<file path="src/rtl/core/bc1_pkg.sv">
// ----------------------------------------------------------------------------
// bc1_pkg
// Shared types, constants and helpers for the BC1 block decoder.
// ----------------------------------------------------------------------------
`default_nettype none

package bc1_pkg;

    // Block geometry
    localparam int unsigned PixPerBlock = 16;
    localparam int unsigned PosW        = $clog2(PixPerBlock);
    localparam int unsigned ColorW      = 16;
    localparam int unsigned IndexW      = 2 * PixPerBlock;
    localparam int unsigned PalSize     = 4;
    localparam int unsigned SelW        = $clog2(PalSize);

    // RGB565 channel fields
    localparam logic [ColorW-1:0] RedMask   = 16'hF800;
    localparam logic [ColorW-1:0] GreenMask = 16'h07E0;
    localparam logic [ColorW-1:0] BlueMask  = 16'h001F;

    // Reciprocal of three for values below 512: floor(x / 3) = (x * 171) >> 9
    localparam logic [7:0] Recip3 = 8'd171;

    // Per-channel weighted sums, wide enough for 2*63 + 63
    typedef struct packed {
        logic [7:0] r;
        logic [7:0] g;
        logic [7:0] b;
    } bc1_sum_t;

    // Finished palette plus the block's indices
    typedef struct packed {
        logic [PalSize-1:0][ColorW-1:0] color;
        logic [IndexW-1:0]              index_bits;
    } bc1_block_t;

    // Divide an 8-bit sum by three, truncating
    function automatic logic [6:0] div3(input logic [7:0] x);
        logic [15:0] prod;
        begin
            prod = 16'(x) * 16'(Recip3);
            return prod[15:9];
        end
    endfunction

    // Split an RGB565 word into zero-extended channels
    function automatic bc1_sum_t split565(input logic [ColorW-1:0] c);
        bc1_sum_t s;
        begin
            s.r = 8'((c & RedMask) >> 11);
            s.g = 8'((c & GreenMask) >> 5);
            s.b = 8'(c & BlueMask);
            return s;
        end
    endfunction

endpackage

`default_nettype wire

</file>
<file path="src/rtl/core/bc1_blk_if.sv">
// ----------------------------------------------------------------------------
// bc1_blk_if
// Compressed block channel: two RGB565 endpoints and sixteen 2-bit indices.
// ----------------------------------------------------------------------------
`default_nettype none

interface bc1_blk_if;
    logic        valid;
    logic        ready;
    logic [15:0] endpoint_a;
    logic [15:0] endpoint_b;
    logic [31:0] index_bits;

    modport source (output valid, output endpoint_a, output endpoint_b,
                    output index_bits, input ready);
    modport sink   (input valid, input endpoint_a, input endpoint_b,
                    input index_bits, output ready);
endinterface

`default_nettype wire

</file>
<file path="src/rtl/core/bc1_pix_if.sv">
// ----------------------------------------------------------------------------
// bc1_pix_if
// Decoded pixel channel: one RGB565 color per word with its block position.
// ----------------------------------------------------------------------------
`default_nettype none

interface bc1_pix_if;
    logic        valid;
    logic        ready;
    logic [15:0] pixel_color;
    logic [3:0]  pixel_position;
    logic        last_pixel;

    modport source (output valid, output pixel_color, output pixel_position,
                    output last_pixel, input ready);
    modport sink   (input valid, input pixel_color, input pixel_position,
                    input last_pixel, output ready);
endinterface

`default_nettype wire

</file>
<file path="src/rtl/core/bc1_palette.sv">
// ----------------------------------------------------------------------------
// bc1_palette
// Two-stage palette builder: weighted channel sums, then divide and assemble.
// ----------------------------------------------------------------------------
`default_nettype none

module bc1_palette (
    input  wire logic                clk,
    input  wire logic                rst_n,
    input  wire logic                in_valid,
    output logic                     in_ready,
    input  wire logic [15:0]         endpoint_a,
    input  wire logic [15:0]         endpoint_b,
    input  wire logic [31:0]         index_bits,
    output logic                     out_valid,
    input  wire logic                out_ready,
    output bc1_pkg::bc1_block_t      out_block
);
    import bc1_pkg::*;

    // Stage 1 registers
    logic                  s1_valid_reg;
    logic [ColorW-1:0]     s1_a_reg;
    logic [ColorW-1:0]     s1_b_reg;
    logic [IndexW-1:0]     s1_idx_reg;
    logic                  s1_gt_reg;
    bc1_sum_t              s1_hi_reg;
    bc1_sum_t              s1_lo_reg;
    bc1_sum_t              s1_mid_reg;

    // Stage 2 registers
    logic                  s2_valid_reg;
    bc1_block_t            s2_block_reg;

    logic                  s1_ready;
    logic                  s2_ready;
    bc1_sum_t              ch_a;
    bc1_sum_t              ch_b;
    bc1_sum_t              hi_next;
    bc1_sum_t              lo_next;
    bc1_sum_t              mid_next;
    logic [ColorW-1:0]     c2_next;
    logic [ColorW-1:0]     c3_next;
    bc1_block_t            s2_block_next;

    // Stall chain: a stage advances when the next one has room
    assign s2_ready = !s2_valid_reg || out_ready;
    assign s1_ready = !s1_valid_reg || s2_ready;
    assign in_ready = s1_ready;

    // Form 2A+B, A+2B and A+B per channel
    always_comb
    begin
        ch_a       = split565(endpoint_a);
        ch_b       = split565(endpoint_b);
        hi_next.r  = (ch_a.r << 1) + ch_b.r;
        hi_next.g  = (ch_a.g << 1) + ch_b.g;
        hi_next.b  = (ch_a.b << 1) + ch_b.b;
        lo_next.r  = ch_a.r + (ch_b.r << 1);
        lo_next.g  = ch_a.g + (ch_b.g << 1);
        lo_next.b  = ch_a.b + (ch_b.b << 1);
        mid_next.r = ch_a.r + ch_b.r;
        mid_next.g = ch_a.g + ch_b.g;
        mid_next.b = ch_a.b + ch_b.b;
    end

    // Divide the sums and assemble the four palette colors
    always_comb
    begin
        if (s1_gt_reg)
        begin
            c2_next = {5'(div3(s1_hi_reg.r)), 6'(div3(s1_hi_reg.g)),
                       5'(div3(s1_hi_reg.b))};
            c3_next = {5'(div3(s1_lo_reg.r)), 6'(div3(s1_lo_reg.g)),
                       5'(div3(s1_lo_reg.b))};
        end
        else
        begin
            c2_next = {s1_mid_reg.r[5:1], s1_mid_reg.g[6:1], s1_mid_reg.b[5:1]};
            c3_next = '0;
        end
        s2_block_next.color[0]   = s1_a_reg;
        s2_block_next.color[1]   = s1_b_reg;
        s2_block_next.color[2]   = c2_next;
        s2_block_next.color[3]   = c3_next;
        s2_block_next.index_bits = s1_idx_reg;
    end

    // Valid bits
    always_ff @(posedge clk or negedge rst_n)
    begin
        if (!rst_n)
        begin
            s1_valid_reg <= 1'b0;
            s2_valid_reg <= 1'b0;
        end
        else
        begin
            if (s1_ready)
            begin
                s1_valid_reg <= in_valid;
            end
            if (s2_ready)
            begin
                s2_valid_reg <= s1_valid_reg;
            end
        end
    end

    // Payload: load on advance, hold on stall
    always_ff @(posedge clk)
    begin
        if (s1_ready && in_valid)
        begin
            s1_a_reg   <= endpoint_a;
            s1_b_reg   <= endpoint_b;
            s1_idx_reg <= index_bits;
            s1_gt_reg  <= endpoint_a > endpoint_b;
            s1_hi_reg  <= hi_next;
            s1_lo_reg  <= lo_next;
            s1_mid_reg <= mid_next;
        end
        if (s2_ready && s1_valid_reg)
        begin
            s2_block_reg <= s2_block_next;
        end
    end

    assign out_valid = s2_valid_reg;
    assign out_block = s2_block_reg;

endmodule

`default_nettype wire

</file>
<file path="src/rtl/core/bc1_block_decoder.sv">
// ----------------------------------------------------------------------------
// bc1_block_decoder
// BC1 (DXT1) block decoder: one compressed block in, sixteen pixels out.
// ----------------------------------------------------------------------------
// Usage:
//   blk  (sink)   one word per 64-bit block: endpoint_a, endpoint_b and the
//                 sixteen 2-bit indices, pixel i in index_bits[2i+1:2i].
//   pix  (source) one word per pixel in raster order within the block, with
//                 its position 0..15; last_pixel marks position 15.
//   A block passes through the sum stage, the divide stage and the pixel
//   output register before its first pixel shows.
//   Throughput: one pixel per cycle while pix.ready is high; the pixel
//   serializer is the limit. The two palette stages hold two further blocks
//   while the current block is still being emitted; then blk.ready drops.
//   Reset clears every valid bit; no word is pending afterwards.
//   When pix.ready is low the current pixel holds, the serializer stops, and
//   the palette stages fill and then drop blk.ready; nothing is lost.
// ----------------------------------------------------------------------------
`default_nettype none

module bc1_block_decoder (
    input  wire logic  clk,
    input  wire logic  rst_n,
    bc1_blk_if.sink    blk,
    bc1_pix_if.source  pix
);
    import bc1_pkg::*;

    logic                  pal_valid;
    logic                  pal_ready;
    bc1_block_t            pal_block;

    // Serializer / output register
    logic                  out_valid_reg;
    logic [ColorW-1:0]     color_reg;
    logic [PosW-1:0]       count_reg;
    logic                  last_reg;
    logic [PalSize-1:0][ColorW-1:0] pal_reg;
    logic [IndexW-1:0]     idx_reg;

    logic                  load;
    logic                  advance;
    logic                  drain;

    bc1_palette u_palette (
        .clk        (clk),
        .rst_n      (rst_n),
        .in_valid   (blk.valid),
        .in_ready   (blk.ready),
        .endpoint_a (blk.endpoint_a),
        .endpoint_b (blk.endpoint_b),
        .index_bits (blk.index_bits),
        .out_valid  (pal_valid),
        .out_ready  (pal_ready),
        .out_block  (pal_block)
    );

    // Take a new block when empty or when the last pixel leaves
    assign pal_ready = !out_valid_reg || (pix.ready && last_reg);
    assign load      = pal_valid && pal_ready;
    assign advance   = out_valid_reg && pix.ready && !last_reg;
    assign drain     = out_valid_reg && pix.ready && last_reg && !pal_valid;

    // Control state
    always_ff @(posedge clk or negedge rst_n)
    begin
        if (!rst_n)
        begin
            out_valid_reg <= 1'b0;
            count_reg     <= '0;
            last_reg      <= 1'b0;
        end
        else if (load)
        begin
            out_valid_reg <= 1'b1;
            count_reg     <= '0;
            last_reg      <= 1'b0;
        end
        else if (advance)
        begin
            count_reg <= count_reg + PosW'(1);
            last_reg  <= (count_reg == PosW'(PixPerBlock - 2));
        end
        else if (drain)
        begin
            out_valid_reg <= 1'b0;
        end
    end

    // Palette, remaining indices and current color
    always_ff @(posedge clk)
    begin
        if (load)
        begin
            pal_reg   <= pal_block.color;
            idx_reg   <= pal_block.index_bits >> SelW;
            color_reg <= pal_block.color[pal_block.index_bits[SelW-1:0]];
        end
        else if (advance)
        begin
            idx_reg   <= idx_reg >> SelW;
            color_reg <= pal_reg[idx_reg[SelW-1:0]];
        end
    end

    assign pix.valid          = out_valid_reg;
    assign pix.pixel_color    = color_reg;
    assign pix.pixel_position = count_reg;
    assign pix.last_pixel     = last_reg;

endmodule

`default_nettype wire

</file>
<file path="src/flat_wrapper.sv">
// flat-port wrapper written by rule: the top's interface ports become plain ports
module bc1_block_decoder_flat import bc1_pkg::*;
  (clk, rst_n, blk_valid, blk_endpoint_a, blk_endpoint_b, blk_index_bits, blk_ready, pix_valid, pix_pixel_color, pix_pixel_position, pix_last_pixel, pix_ready);
  bc1_blk_if blk_i ();
  bc1_pix_if pix_i ();
  input  wire logic clk;
  input  wire logic rst_n;
  input wire logic [$bits(blk_i.valid)-1:0] blk_valid;
  input wire logic [$bits(blk_i.endpoint_a)-1:0] blk_endpoint_a;
  input wire logic [$bits(blk_i.endpoint_b)-1:0] blk_endpoint_b;
  input wire logic [$bits(blk_i.index_bits)-1:0] blk_index_bits;
  output wire logic [$bits(blk_i.ready)-1:0] blk_ready;
  output wire logic [$bits(pix_i.valid)-1:0] pix_valid;
  output wire logic [$bits(pix_i.pixel_color)-1:0] pix_pixel_color;
  output wire logic [$bits(pix_i.pixel_position)-1:0] pix_pixel_position;
  output wire logic [$bits(pix_i.last_pixel)-1:0] pix_last_pixel;
  input wire logic [$bits(pix_i.ready)-1:0] pix_ready;
  assign blk_i.valid = blk_valid;
  assign blk_i.endpoint_a = blk_endpoint_a;
  assign blk_i.endpoint_b = blk_endpoint_b;
  assign blk_i.index_bits = blk_index_bits;
  assign blk_ready = blk_i.ready;
  assign pix_valid = pix_i.valid;
  assign pix_pixel_color = pix_i.pixel_color;
  assign pix_pixel_position = pix_i.pixel_position;
  assign pix_last_pixel = pix_i.last_pixel;
  assign pix_i.ready = pix_ready;
  bc1_block_decoder u_core (.clk(clk), .rst_n(rst_n), .blk(blk_i), .pix(pix_i));
endmodule
</file>
<file path="config.mk">
export PLATFORM = sky130hd
export DESIGN_NAME = bc1_block_decoder_flat
export DESIGN_NICKNAME = d
export VERILOG_FILES = /design/src/rtl/core/bc1_pkg.sv /design/src/rtl/core/bc1_blk_if.sv /design/src/rtl/core/bc1_pix_if.sv /design/src/rtl/core/bc1_palette.sv /design/src/rtl/core/bc1_block_decoder.sv /design/src/flat_wrapper.sv
export SDC_FILE = /design/constraint.sdc
export NUM_CORES = 1
export LEC_CHECK = 0
export BUFFER_PORTS_ARGS = -buffer_cell sky130_fd_sc_hd__buf_4
export CAP_MARGIN = 20
export CORE_ASPECT_RATIO = 1.2
export CORE_UTILIZATION = 40
export CTS_CLUSTER_SIZE = 28
export DETAILED_ROUTE_END_ITERATION = 16
export GPL_TIMING_DRIVEN = 0
export HOLD_SLACK_MARGIN = 0.12
export SLEW_MARGIN = 20
export SYNTH_ARGS = -nofsm -noshare
export SYNTH_HDL_FRONTEND = slang
export SYNTH_SLANG_ARGS = --single-unit
export TNS_END_PERCENT = 1
</file>
<file path="constraint.sdc">
create_clock -name clk -period 4.1 [get_ports clk]
set_clock_uncertainty 0.15 [all_clocks]
set_input_delay 0.41 -clock clk [delete_from_list [all_inputs] [get_ports clk]]
set_output_delay 0.41 -clock clk [all_outputs]
set_load 0.01 [all_outputs]
</file>
# Word-level counts from Yosys, hierarchy flattened
# Index checks and enable logic that the tools add are counted.
[totals]
reg_bits = 346
latch_bits = 0
mem_bits_rw = 0
romBits = 0
inputBits = 68
out_inout_bits = 23
elab_cells = 84
n_memories = 0
[op_classes]
n_addsub = 10
multipliers = 6
div_mod_pow = 0
magnitude_cmp = 3
n_eq_ne = 2
shift = 0
n_mux = 16
n_bitwise = 0
n_reduce_logical = 18
[op_table]
columns = ["cell", "count"]
rows = [
  ["16-bit 2-to-1 mux", 5],
  ["16-bit binary-select mux with 2-bit select", 2],
  ["30-bit 2-to-1 mux", 2],
  ["8-bit by 8-bit multiplier with 14-bit output, second input constant", 4],
  ["8-bit by 8-bit multiplier with 15-bit output, second input constant", 2],
  ["16-bit greater-than comparator", 1],
  ["5-bit by 6-bit adder with 7-bit output", 2],
  ["6-bit by 5-bit adder with 7-bit output", 2],
  ["5-bit by 5-bit adder with 6-bit output", 2],
  ["6-bit by 7-bit adder with 8-bit output", 1],
  ["7-bit by 6-bit adder with 8-bit output", 1],
  ["1-bit logical AND", 8],
  ["4-bit 2-to-1 mux", 2],
  ["6-bit by 6-bit adder with 7-bit output", 1],
  ["2-bit by 3-bit less-than comparator with 1-bit output, second input constant", 2],
  ["1-bit 2-to-1 mux", 5],
  ["4-bit by 1-bit adder with 4-bit output, second input constant", 1],
  ["4-bit equality test, second input constant", 1],
  ["1-bit zero test", 4],
  ["2-bit nonzero test", 2],
  ["1-bit logical OR", 3],
  ["2-bit by 1-bit != test with 1-bit output, second input constant", 1],
  ["2-bit AND reduction", 1],
]

# Depth between registers and ports, before layout
[depth]
word_depth = 6
depth_mapped = 13
ltp_nobuf = 13

# Hierarchy
# Synthesis repeated with hierarchy kept, for this count alone.
[hier_totals]
hier_cells = 1389
hier_area_um2 = 19636.3
[modules_own_cells]
columns = ["mod", "n_inst", "cells_each", "area_per_inst_um2", "seq_area_each_um2"]
rows = [
  ["bc1_palette", 1, 1157, 14604.0, 6506.2],
  ["bc1_block_decoder", 1, 232, 5032.3, 3453.3],
]

# Worst setup path before layout
# No wires, ideal clock.
[synth_path]
path_type = "register -> register"
from = "register u_core.out_valid_reg, in the netlist u_core.pix.valid"
to = "register u_core.u_palette.s1_a_reg[0] (enable)"
setup_time_ns = 0.492
t_arrival_ns = 3.523
t_required_ns = 3.458
setup_slack_ns = -0.065
stages_incl_launch_ff = 4
synth_period_minus_slack_ns = 4.165
cell_sequence = "dfrtp_1 > a21boi_1 > nand3_1 > and2_1"
[synth_via]
elab_chain_cells = 5
[synth_lines]
columns = ["item", "line_no", "rtl"]
rows = [
  ["start, declared", "bc1_block_decoder.sv:34", "logic out_valid_reg;"],
  ["start signal, assigned", "bc1_block_decoder.sv:69", "out_valid_reg <= 1'b0;"],
  ["start signal, assigned", "bc1_block_decoder.sv:75", "out_valid_reg <= 1'b1;"],
  ["start signal, assigned", "bc1_block_decoder.sv:86", "out_valid_reg <= 1'b0;"],
  ["1-bit zero test", "bc1_block_decoder.sv:59", "assign pal_ready = !out_valid_reg || (pix.ready && last_reg);"],
  ["1-bit logical OR", "bc1_block_decoder.sv:59", ""],
  ["1-bit logical OR", "bc1_palette.sv:47", "assign s2_ready = !s2_valid_reg || out_ready;"],
  ["1-bit logical OR", "bc1_palette.sv:48", "assign s1_ready = !s1_valid_reg || s2_ready;"],
  ["via blk_ready", "flat_wrapper.sv:12", "output wire logic [$bits(blk_i.ready)-1:0] blk_ready;"],
  ["1-bit logical AND", "bc1_palette.sv:113", "if (s1_ready && in_valid)"],
  ["end signal, assigned", "bc1_palette.sv:115", "s1_a_reg <= endpoint_a;"],
  ["end, declared", "bc1_palette.sv:23", "logic [ColorW-1:0] s1_a_reg;"],
]
# The timed path passes the listed nets, and every way through them passes these cells.
# A chain may end at the register's enable or synchronous reset.

# Worst setup path after layout
[layout_path]
from = "register u_core.u_palette.s1_hi_reg[18] in the netlist's numbering"
to = "register u_core.u_palette.s2_block_reg, in the netlist u_core.u_palette.out_block[77] (data pin)"
[layout_via]
elab_chain_cells = 2
[layout_lines]
columns = ["item", "line_no", "rtl"]
rows = [
  ["start, declared", "bc1_palette.sv:27", "bc1_sum_t s1_hi_reg;"],
  ["start signal, assigned", "bc1_palette.sv:119", "s1_hi_reg <= hi_next;"],
  ["8-bit by 8-bit multiplier with 14-bit output", "bc1_pkg.sv:42", "prod = 16'(x) * 16'(Recip3);"],
  ["16-bit 2-to-1 mux", "bc1_palette.sv:70", "if (s1_gt_reg)"],
  ["via u_core.u_palette.c2_next[13]", "bc1_palette.sv:42", "logic [ColorW-1:0] c2_next;"],
  ["end signal, assigned", "bc1_palette.sv:125", "s2_block_reg <= s2_block_next;"],
  ["end, declared", "bc1_palette.sv:33", "bc1_block_t s2_block_reg;"],
]
# The timed path passes the listed nets, and every way through them passes these cells.

==> results.md <==
- Setup violations remaining at the end of the flow were counted as 0.
- The portion of the post-synthesis area used by sequential elements is 51.0%.
- The repair_antennas step left the layout with diodes totalling 0.
- The aggregate global routing overflow is 0.
- Summed over all nets, the half-perimeter wirelength after detailed placement is between 20 and 30 mm.
- Summing the areas of all compound-gate instances in the mapped netlist gives under 10% of the synthesized area.
- The detailed-routing iteration count for the pre-antenna-repair pass is 5.
- The post-synthesis xor/xnor area fraction is between 3 and 4%.
- TritonCTS built the clock tree.
- The die is about 240 um tall.
- The pin count of the biggest net entering global routing is roughly 60.
- The layout-stage area growth over the synthesis result is 19.9%.
- Buffers inserted during clock tree synthesis total 38.
- The post-detailed-placement cell area is about 21000 um2.
- The number of standard cells after synthesis is approximately 1500.
- The number of ports placed on the die boundary is 91.
- Dividing the synthesized area by the synthesized cell count gives roughly 13 um2.
- The synthesized netlist contains 56 unique library cells.
- The core region is slightly below 50000 um2.
- The final critical delay including setup and external delays is 4.07 ns.
- The global placer's final weighted congestion is between 0.7 and 0.8.
- The longest individual stage delay on the worst path is between 0.5 and 0.6 ns.
- The number of antenna violations at the first check in global routing came to 0.
- Once detail routing completed, the nets flagged for antenna violations numbered 0.
- The clock net in this run drives a total of ~330 sinks.
- By instance count, the cell type seen most on the critical path is sky130_fd_sc_hd__ha_1.
- The synthesized netlist devotes between 20 and 25% of its cell area to adder and majority cells.
- The number of buffers on the longest clock path is 3.
- Dividing the detail-routed via count by the number of cells gives ~4.9.
- The number of violations reported at the end of detailed-routing iteration 0 is between 500 and 600.
- Buffers placed on the I/O ports in this run total 90.
- The clock input transition at the sequential cells of the worst setup and hold paths is approximately 0.06 ns.
- The number of design rule violations left after detail routing is 0.
- The finished cells cover about 23000 um2.
- The reported leakage power is 0.0102 uW.
- The final setup slack of the worst path is approximately 0.026 ns.
- The worst setup path is launched from a register.
- The final cell utilization of the core is roughly half.
- The worst hold path was traced through 0 stages.
- The number of global-route vias before repair was ~12000.
- The mux contribution to synthesized area is roughly 4.5%.
- Setup slack on the worst reg-to-reg path comes out at between 0.02 and 0.03 ns.
- The detail-routed net length per standard cell is 16.6 um.
- The total global-route track usage is roughly 16%.
- Of the total synthesized cell area, the portion taken by AND, OR, NAND and NOR gates is roughly 5.8%.
- Counting flops with a built-in enable in the synthesized netlist gives about 330.
- The worst hold slack is ~0.25 ns.
- The slowest stage of the critical path belongs to the cell sky130_fd_sc_hd__fa_1.
- The number of H-tree branching levels is 2.
- The post-placement setup slack is -0.412 ns.
- After floorplanning, the core was divided into between 80 and 90 placement rows.
- In the final design database the tool counted about 2100 nets.
- The cell count of the worst reg-to-reg path is 12.
- For this run, the leading register cell type out of synthesis is sky130_fd_sc_hd__edfxtp_1.
- The register with the most flip-flops in the layout has 96 of them.
- In this run the clock root is driven by a sky130_fd_sc_hd__clkbuf_16.
- The number of hold-slack violations in the final timing report was 0.
- The overall die width is about 200 um.
- The final number of max-transition violations was 0.
- The flow ran to the end, and the final reports show no timing, DRC or antenna violations.
- At the worst endpoint, the required time is approximately 4.2 ns.
- After synthesis, the largest family of logic cells by area is adder cells.
- Of the available clock period, the critical path in the final layout requires roughly 100%.
- The power density normalized to cell area is ~660 nW/um2.
- The capturing element type of the critical path is a register.
- The floorplan step defined a die boundary enclosing just under 50000 um2.
- The signal on the critical path passes through ha_1, ha_1, fa_1, inv_1, fa_1, inv_1, ha_1, nand2_1, o31a_1, o21ba_2, xnor2_1, mux2_2.
- The initial utilization of the core area, before any placement, comes to slightly above 40%.
- The class of the tightest hold or removal check is register to register.
- Data on the critical path arrives at its endpoint at approximately 4.2 ns.
- By startpoint and endpoint, the worst setup path is classified as register to register.
- The first global-routing pass estimated around 63 mm of wire.
- Derived from the worst setup path, the maximum achievable clock frequency is 245 MHz.
- The cell area after technology mapping is approximately 20000 um2.
- At the pin with the least slew margin, the transition time is between 0.8 and 0.9 ns.
- The number of vias after detailed routing is between 10000 and 15000.
- The worst-case IR drop observed on VDD is between 0.2 and 0.3 mV.
- The insertion delay of the later-clocked pin in the worst-skew pair is approximately 0.54 ns.
- The total wire length after detailed routing is 39.1 mm.
- Synthesis inferred 333 register bits.
- Setup repair after global routing could not meet its margin everywhere.
- Of all nets on the critical path, the largest fanout is 4.
- Max-cap violations in this run came to 0.
- Counting every net in the synthesized netlist gives 1908.
- Measured against its own limit, the worst slew margin works out to between 40% and 50%.
- The total of warnings raised by yosys is 0.
- The async set-reset flop share out of synthesis is under 10%.
- The layout cell share with drive strength beyond 1 is between 10% and 20%.
-- per-layer routing --
metal / wire length, um / part of all wire, % / global-route usage, % / vias to the layer above
met1: 15900 / 41 / 18.9 / 5677
met2: 20800 / 53 / 30.5 / 198
met4: 914 / 2.3 / 4.75 / 0
li1: - / - / - / 5661
met3: 1520 / 3.9 / 2.72 / 59
met5: 0 / 0 / 0 / -
-- per-stage QoR --
stage | setup TNS, ns | cells | power, uW
floorplan | -0.0688 | 1489 | 9660
global route | -0.536 | 2362 | 16600
detailed placement | -1.50 | 2214 | 11500
global placement | -106.45 | 2209 | 11300
CTS | -0.115 | 2361 | 15500
finish | 0 | 2362 | 15400
-- timing repair --
action | 4_1_cts | 5_1_grt
pin swaps | 13 | 11
hold buffers | 68 | 0
setup endpoints to repair | 8 | 11
setup buffers | 10 | 1
gates cloned | 0 | 0
resized for setup | 12 | 12
hold endpoints to repair | 93 | 0
-- synthesized netlist by cell type, drive strengths merged (3+ instances only) --
cell	count	area share, %
buf	12	0.28
o31ai	3	0.12
xnor2	54	2.4
nor3	6	0.15
xor2	22	0.99
inv	237	4.6
fa	63	6.5
nor2	41	0.79
and3	7	0.22
o21a	7	0.27
a211oi	3	0.12
o21bai	13	0.50
nand2b	6	0.19
o21ba	3	0.15
nand3	7	0.18
dfrtp	8	1.0
clkbuf	9	0.17
a21oi	53	1.4
and4	4	0.18
or3	5	0.16
edfxtp	325	50
mux4	32	3.7
mux2	12	0.69
ha	288	18
a21o	26	1.0
and2	5	0.16
o21ai	27	0.69
nand2	167	3.2
nand4	9	0.29
a31oi	5	0.16
nor2b	5	0.16
or2	3	0.096
-- critical path: cells and delay by family, from the launching register on --
| kind | cells | cell delay (ns) |
|---|---|---|
| xor+xnor | 1 | 0.13 |
| buf+inv | 2 | 0.10 |
| flops | 1 | 0.48 |
| simple gates | 1 | 0.09 |
| mux | 1 | 0.26 |
| fa+ha+maj | 5 | 2.00 |
| compound gates | 2 | 0.63 |
-- report_power, final --
| group | total [uW] | internal (uW) | switching (uW) |
|---|---|---|---|
| Clock | 3690 | 2280 | 1420 |
| Combinational | 6510 | 2900 | 3610 |
| Sequential | 5170 | 4840 | 336 |
| Total | 15400 | 10000 | 5370 |
-- cell usage in the layout, fill, tap and decap left out, drive strengths merged, types with 3 or more instances in the layout --
cell	count
and3	7
nor2b	5
clkinvlp	3
o21a	7
a21o	26
bufinv	8
dlygate4sd3	68
nand2	167
a211oi	3
and4	4
nand4	9
o21ai	27
xor2	22
xnor2	54
or2	3
o21ba	3
ha	288
clkbuf	50
and2	5
or3	5
inv	242
buf	118
a31oi	5
clkinv	13
nor3	6
mux4	32
edfxtp	325
nand2b	6
mux2	12
fa	63
nor2	41
o21bai	13
o31ai	3
a21oi	53
nand3	7
dfrtp	8
-- layout make-up --
class                      instances  area [um2]
tap                              630         788
inverter                         238         893
fill                            4191       24700
buffer                            21        88.8
clock inverter                    28         394
clock buffer                      41         983
multi-input combinational        897        8750
timing repair buffer             174        1560
sequential                       333        9960
-- worst paths after layout --
check,to,start
worst min register to register,u_core.u_palette.out_block[50],u_core.u_palette.s1_b_reg[2]
worst max register to register,u_core.u_palette.out_block[77],u_core.u_palette.s1_hi_reg[18]
worst max-delay path,u_core.u_palette.out_block[77],u_core.u_palette.s1_hi_reg[18]
min in group asynchronous,u_core.pix.pixel_position[1],rst_n
max in group asynchronous,u_core.u_palette.out_valid,rst_n
worst min-delay path,u_core.u_palette.out_block[50],u_core.u_palette.s1_b_reg[2]
-- kinds of logic (layout without fill, tap and decap cells) --
group	Yosys count	in the layout
DFF	333	333
AOI/OAI and AO/OA	158	158
and+or+nand+nor	266	266
xor gates and xnor gates	76	76
buffers and inverters	259	502
adders and majority gates	351	351
muxes	46	46
Note: power is estimated with default switching activity, not from simulation.
